### config.mk
export PLATFORM = sky130hd
export DESIGN_NAME = rstally_outq
export DESIGN_NICKNAME = d
export VERILOG_FILES = /design/src/rtl/rstally_pkg.sv /design/src/rtl/rstally_outq.sv
export SDC_FILE = /design/constraint.sdc
export NUM_CORES = 1
export LEC_CHECK = 0
export ABC_AREA = 1
export BUFFER_PORTS_ARGS = -buffer_cell sky130_fd_sc_hd__buf_4
export CELL_PAD_IN_SITES_DETAIL_PLACEMENT = 0
export CELL_PAD_IN_SITES_GLOBAL_PLACEMENT = 2
export CORE_ASPECT_RATIO = 1.1
export CORE_MARGIN = 2
export CORE_UTILIZATION = 31
export DETAILED_ROUTE_END_ITERATION = 6
export PLACE_DENSITY = 0.79
export SYNTH_ARGS = -nofsm -noshare
export SYNTH_HDL_FRONTEND = slang
export SYNTH_SLANG_ARGS = --single-unit
### constraint.sdc
create_clock -name clk_i -period 1.5 [get_ports clk_i]
set_input_delay 0.15 -clock clk_i [delete_from_list [all_inputs] [get_ports clk_i]]
set_output_delay 0.15 -clock clk_i [all_outputs]
set_load 0.05 [all_outputs]
### src/rtl/rstally_pkg.sv
// Shared types, sizes and helpers of the residue substitution tally.
package rstally_pkg;

  localparam int unsigned ALPHABET_SIZE = 20;
  localparam int unsigned COUNT_BITS    = 32;
  localparam int unsigned CELLS         = ALPHABET_SIZE * ALPHABET_SIZE;
  localparam int unsigned CELL_W        = $clog2(CELLS);
  localparam int unsigned CODE_W        = $clog2(ALPHABET_SIZE);
  localparam int unsigned RES_W         = 8;
  localparam int unsigned OUT_W         = 32;

  typedef logic [COUNT_BITS-1:0] count_t;
  typedef logic [CELL_W-1:0]     cell_t;
  typedef logic [RES_W-1:0]      residue_t;

  localparam count_t COUNT_MAX = '1;

  typedef enum logic {
    MODE_COUNT = 1'b0,
    MODE_READ  = 1'b1
  } mode_e;

  typedef struct packed {
    logic             canon;
    logic [OUT_W-1:0] count;
  } result_t;

  function automatic logic is_canon(residue_t code);
    return code < RES_W'(ALPHABET_SIZE);
  endfunction

  function automatic cell_t cell_index(residue_t a, residue_t b);
    cell_t row;
    cell_t col;
    row = cell_t'(a[CODE_W-1:0]);
    col = cell_t'(b[CODE_W-1:0]);
    return cell_t'(row * cell_t'(ALPHABET_SIZE)) + col;
  endfunction

  function automatic logic [OUT_W-1:0] clip_count(count_t v);
    logic [63:0] w;
    w = 64'(v);
    return (|w[63:OUT_W]) ? '1 : w[OUT_W-1:0];
  endfunction

endpackage

### src/rtl/rstally_outq.sv
// Two-entry result queue between the tally update stage and the output channel.
module rstally_outq (
  input  logic                  clk_i,
  input  logic                  rst_ni,
  input  logic                  push_i,
  input  rstally_pkg::result_t  push_data_i,
  input  logic                  pop_i,
  output rstally_pkg::result_t  head_o,
  output logic                  valid_o,
  output logic [1:0]            cnt_o
);

  rstally_pkg::result_t ent_q [2];
  logic                 wptr_q, wptr_d;
  logic                 rptr_q, rptr_d;
  logic [1:0]           cnt_q, cnt_d;

  always_comb begin
    wptr_d = wptr_q ^ push_i;
    rptr_d = rptr_q ^ pop_i;
    cnt_d  = cnt_q + 2'(push_i) - 2'(pop_i);
  end

  always_ff @(posedge clk_i or negedge rst_ni) begin
    if (!rst_ni) begin
      wptr_q <= 1'b0;
      rptr_q <= 1'b0;
      cnt_q  <= '0;
    end else begin
      wptr_q <= wptr_d;
      rptr_q <= rptr_d;
      cnt_q  <= cnt_d;
    end
  end

  always_ff @(posedge clk_i) begin
    if (push_i) begin
      ent_q[wptr_q] <= push_data_i;
    end
  end

  assign head_o  = ent_q[rptr_q];
  assign valid_o = (cnt_q != 2'd0);
  assign cnt_o   = cnt_q;

endmodule

==> results of run 1 <==
==> through the flow <==
stage                     hold slack (ns)  instance area [µm²]  setup slack [ns]  setup TNS, ns
after floorplan                    -0.146                 2670            -0.325          -6.50
final                              0.0755                 4080           -0.0332         -0.272
after detailed placement          -0.0402                 3370             0.207              0
after global placement            -0.0355                 3370             0.227              0
after global routing               0.0665                 4080            -0.113          -2.74
after CTS                          0.0613                 4050           -0.0677          -1.02
==> final cells by class <==
cell class | count | area share (%)
inverters | 40 | 3.68
multi-input cells | 78 | 10.7
well taps | 111 | 3.41
repair buffers | 115 | 26.2
flip-flops and latches | 70 | 51.1
clock buffers | 9 | 3.04
clock inverters | 7 | 1.84
==> sequential cells by signal, summed over array words and instances (netlist names) <==
name and cells:
rptr_q 1, wptr_q 1, ent_q 66, cnt_o 2
==> cells in the mapped netlist <==
master / number
edfxtp_1: 66
inv_1: 40
nand2_1: 39
o21ai_0: 30
buf_6: 4
dfrtp_1: 4
ha_1: 4
o21ai_1: 3
clkbuf_1: 2
buf_2: 1
nand3_1: 1
xor2_1: 1
==> power groups by stage <==
stage                     Clock (µW)  Combinational, µW  Sequential [µW]
final                           1480               4300             2740
after floorplan                    0               2600             2830
after global placement             0               3820             2760
after detailed placement           0               3810             2780
after CTS                       1520               4260             2740
after global routing            1620               4580             2780
==> cell families after synthesis <==
kind of cell | after synthesis | synth area share [%]
AOI/OAI and AO/OA | 33 | 6.20
DFF | 70 | 78.1
adders and majority gates | 4 | 1.88
and+or+nand+nor | 40 | 5.68
xor gates and xnor gates | 1 | 0.329
buffers and inverters | 47 | 7.79
==> critical path: stages, from the launching register on <==
cell and delay [ns]:
dfrtp_2 0.48, buf_8 0.18, o21ai_0 0.17, buf_4 0.22
==> layout by cell type (no fill, tap or decap) <==
master / n
xor2_1: 1
ha_2: 2
buf_6: 23
clkinv_1: 1
dfrtp_1: 3
clkinvlp_4: 2
buf_4: 54
edfxtp_1: 66
o21ai_0: 7
nand2_1: 39
o21ai_1: 11
inv_1: 40
dlygate4sd3_1: 35
buf_12: 2
ha_1: 2
buf_8: 1
clkinv_4: 3
dfrtp_2: 1
bufinv_16: 1
o21ai_2: 15
nand3_1: 1
clkbuf_8: 9
==> routing by layer <==
metal,part of all wire (%),vias to the layer above,routed length [µm]
li1,-,887,-
met3,5.7,7,280
met5,0,-,0
met2,53,49,2620
met1,40,812,1960
met4,1.7,0,85
==> what timing repair did <==
action,CTS,global route
gates resized for setup,41,12
endpoints found under the setup margin,31,33
endpoints found under the hold margin,71,0
setup buffers,1,0
pin swaps,1,0
hold buffers,35,0
gates cloned,0,0
==> worst paths after layout <==
kind	from	end	slack (ns)	cells past startpoint
worst min register to register	cnt_o[1]	cnt_o[1]	0.61	3
worst min-delay path	push_i	cnt_o[0]	0.08	2
worst max-delay path	rptr_q	head_o[23]	-0.03	3
worst max register to register	wptr_q	ent_q[1][20]	0.33	2
min in group asynchronous	rst_ni	cnt_o[0]	0.15	2
max in group asynchronous	rst_ni	rptr_q	1.23	2
==> flow_summary.json, run 1 <==
{
  "status": "complete, but fails checks",
  "violations": "setup timing",
  "core_um2": 8360,
  "syn_inst": 195,
  "cp_max_fo": 18,
  "cts_tree": "done",
  "fmax_mhz": 652,
  "post-route-drc-count": 0,
  "dp_cells": 378,
  "ys.warnings.count": 0,
  "area_delta_synth_final_pct": 53.0,
  "relSlewSlack_pct": 79.1,
  "viasPerCell": 4.08,
  "gr-total-overflow": 0,
  "ctsHtreeMaxLevel": 3,
  "p_per_area_nw_per_um2": 2090,
  "p_seq_share_pct": 32.1,
  "final_layout_size_suffix_gt1_share_pct": 35.4,
  "critPathArrivalTime_ns": 1.38,
  "nNetsFinal": 355,
  "rsz0062_at_grt": "true",
  "worst_slack_ns": -0.0332,
  "cp-end-kind": "output pin",
  "fin_util_pct": 48.8,
  "combPwrFrac_pct": 50.5,
  "grt_use_total_pct": 11.4,
  "slew_violations": 0,
  "synth.area.top_cells": "edfxtp_1 74%, inv_1 5.6%, o21ai_0 5.6%",
  "max_slew.worst_pin.slew_ns": 0.313,
  "diodes": 0,
  "io_buffers": 72,
  "worstHoldPathType": "primary input to flip-flop",
  "vias": 1755,
  "design.die.area_um2": 9360,
  "drv_cap": 0,
  "hold_viol_final": 0,
  "grt_pass1_vias": 1786,
  "drtAntennaViolNets": 0,
  "met2_usage_pct": 20.6,
  "dr.pass1.iters": 4,
  "period_needed_ns": 1.53,
  "p_leak_uw": 0.00173,
  "rows": 35,
  "dp_hpwl_mm": 3.16,
  "cp.required_ns": 1.35,
  "numCtsBuffers": 9,
  "finalSetupViolations": 15,
  "clock_skew_ns": 0.00337,
  "grt_antenna_before_repair": 0,
  "clk_pin_slew_ns": 0.07,
  "ys_types": 12,
  "grt_pass1_wl_mm": 8.05,
  "multi_input_area_um2": 437,
  "wirelength_mm": 4.94,
  "fin_cells": 430,
  "syn_area_per_cell_um2": 13.7,
  "p_clk_share_pct": 17.4,
  "grt_max_degree": 26,
  "met1_usage_pct": 12.0,
  "internal-power_uw": 4790,
  "cts_sinks": 70,
  "timing.final.crit_share_pct": 102,
  "yosysTopAreaCell": "edfxtp_1",
  "met3_usage_pct": 3.79,
  "cts-root-buf": "clkbuf_8",
  "ioPinCount": 73,
  "drtIter0Drc": 55,
  "ys_seq_elements": 70,
  "place.gp.congestion": 0.654,
  "yosys.area.top_type_share_pct": 74.4,
  "synth_nets": 236,
  "busiest_layer": "met2",
  "p_total_uw": 8510,
  "clock_latency_ns": 0.33,
  "netSwitchingPower_uw": 3720,
  "yosysSeqAreaShare_pct": 78.1,
  "syn-cell-area_um2": 2670,
  "clockBufferDepth": 2,
  "switching_share_pct": 43.7,
  "die_h_um": 101,
  "die_w_um": 92.4,
  "setup.worst_path.start_class": "flip-flop",
  "nFillCells": 758,
  "regArea_um2": 2080,
  "drt-wirelength-per-cell_um": 11.5,
  "peakVddDrop_uv": 1040,
  "worstSetupPathType": "flip-flop to output pin",
  "start_util_pct": 31.9
}
No activity file was read; power rests on OpenSTA's default activity.
==> run 2: changes to the inputs <==
RECOVER_POWER = 100   (was default)
==> flow_summary.json, run 2 (synthesis gave the netlist of run 1 again) <==
{
  "status": "complete, but fails checks",
  "violations": "setup timing",
  "grt_use_total_pct": 11.4,
  "area_delta_synth_final_pct": 52.2,
  "worstHoldPathType": "primary input to flip-flop",
  "grt_antenna_before_repair": 0,
  "p_seq_share_pct": 32.2,
  "ctsHtreeMaxLevel": 3,
  "fin_cells": 430,
  "cp_max_fo": 18,
  "design.die.area_um2": 9360,
  "largest_register_ffs": 66,
  "layout_commonest_cell": "edfxtp_1",
  "drtAntennaViolNets": 0,
  "dp_slack_ns": 0.207,
  "diodes": 0,
  "critPathLaunch": "rptr_q",
  "switching_share_pct": 43.8,
  "io_buffers": 72,
  "peakVddDrop_uv": 1040,
  "regMostFlops": "ent_q",
  "p_leak_uw": 0.00170,
  "timing.final.crit_share_pct": 102,
  "gr-total-overflow": 0,
  "wirelength_mm": 4.93,
  "final_cell_mix": "66 x edfxtp_1, 40 x inv_1, 39 x nand2_1",
  "viasPerCell": 4.09,
  "reg2regPathDepth": 2,
  "grt_pass1_vias": 1786,
  "start_util_pct": 31.9,
  "crit_cells": 3,
  "finalSetupViolations": 15,
  "hold_viol_final": 0,
  "drtIter0Drc": 72,
  "clock_skew_ns": 0.00324,
  "die_h_um": 101,
  "numCtsBuffers": 9,
  "final_layout_size_suffix_gt1_share_pct": 33.5,
  "cp_slowest_cell": "dfrtp_2",
  "setup_tns_ns": -0.280,
  "cp-end-kind": "output pin",
  "combPwrFrac_pct": 50.5,
  "crit_buf_inv": 2,
  "clockBufferDepth": 2,
  "worst_slack_ns": -0.0333,
  "cts_sinks": 70,
  "drv_cap": 0,
  "nNetsFinal": 355,
  "clock_latency_ns": 0.33,
  "place.gp.congestion": 0.654,
  "rsz0062_at_grt": "true",
  "period_needed_ns": 1.53,
  "relSlewSlack_pct": 79.1,
  "r2r_end": "ent_q[1][20]",
  "core_um2": 8360,
  "max_slew.worst_pin.slew_ns": 0.313,
  "internal-power_uw": 4780,
  "vias": 1757,
  "cp.required_ns": 1.35,
  "r2r-start": "wptr_q",
  "grt_pass1_wl_mm": 8.05,
  "p_clk_share_pct": 17.4,
  "setup.worst_path.start_class": "flip-flop",
  "cp-endpoint": "head_o[23]",
  "dp_cells": 378,
  "cts-root-buf": "clkbuf_8",
  "clk_pin_slew_ns": 0.07,
  "rows": 35,
  "grt_max_degree": 26,
  "post-route-drc-count": 0,
  "dp_hpwl_mm": 3.16,
  "worstSetupPathType": "flip-flop to output pin",
  "cts_tree": "done",
  "dr.pass1.iters": 4,
  "critical_path.max_stage_delay_ns": 0.48,
  "critPathArrivalTime_ns": 1.38,
  "slew_violations": 0,
  "path_delay_family": "flip-flops",
  "ioPinCount": 73,
  "fmax_mhz": 652,
  "die_w_um": 92.4,
  "cp_cell_sequence": "buf_8, o21ai_0, buf_4",
  "rrSetupSlack_ns": 0.33,
  "p_per_area_nw_per_um2": 2100,
  "drt-wirelength-per-cell_um": 11.5,
  "netSwitchingPower_uw": 3720
}
-- run 2: how the worst min path moves through the flow --
stage            from       end  cells past startpoint
2_1_floorplan  rst_ni  cnt_o[0]                      0
3_3_place_gp   rst_ni  cnt_o[0]                      1
3_5_place_dp   rst_ni  cnt_o[0]                      1
4_1_cts        push_i  cnt_o[0]                      2
5_1_grt        push_i  cnt_o[0]                      2
6_report       push_i  cnt_o[0]                      2
-- run 2: stage by stage --
stage	cell area, µm²	hold slack [ns]	total power [µW]	utilization [%]
3_5_place_dp	3370	-0.0402	6600	40.3
3_3_place_gp	3370	-0.0355	6580	40.3
2_1_floorplan	2670	-0.146	5430	-
6_report	4060	0.0754	8510	48.5
4_1_cts	4050	0.0613	8520	48.4
5_1_grt	4060	0.0665	8970	48.5
-- run 2: timing repair --
action / 4_1_cts / 5_1_grt
setup buffers: 1 / 0
endpoints found under the hold margin: 71 / 0
pin swaps: 1 / 0
gates resized for setup: 41 / 12
cloned: 0 / 0
hold buffers: 35 / 0
setup endpoints to repair: 31 / 33
-- run 2: power by group through the flow --
stage / clock [µW] / combinational, µW / sequential (µW)
CTS: 1520 / 4260 / 2740
floorplan: 0 / 2600 / 2830
global route: 1620 / 4570 / 2780
detailed placement: 0 / 3810 / 2780
finish: 1480 / 4290 / 2730
global placement: 0 / 3820 / 2760
-- run 2: layer usage --
metal / part of all wire, % / GRT usage [%] / vias to the layer above
li1: - / - / 888
met1: 39 / 12.0 / 813
met2: 53 / 20.6 / 49
met3: 5.5 / 3.79 / 7
met4: 1.7 / 5.86 / 0
met5: 0 / 0 / -
-- run 2: layout make-up --
| type | instances | area, µm² |
|---|---|---|
| Clock buffer | 9 | 124 |
| Sequential cell | 70 | 2080 |
| Clock inverter | 7 | 75.1 |
| Fill cell | 766 | 4310 |
| Inverter | 40 | 150 |
| Timing Repair Buffer | 115 | 1050 |
| Tap cell | 111 | 139 |
| Multi-Input combinational cell | 78 | 437 |
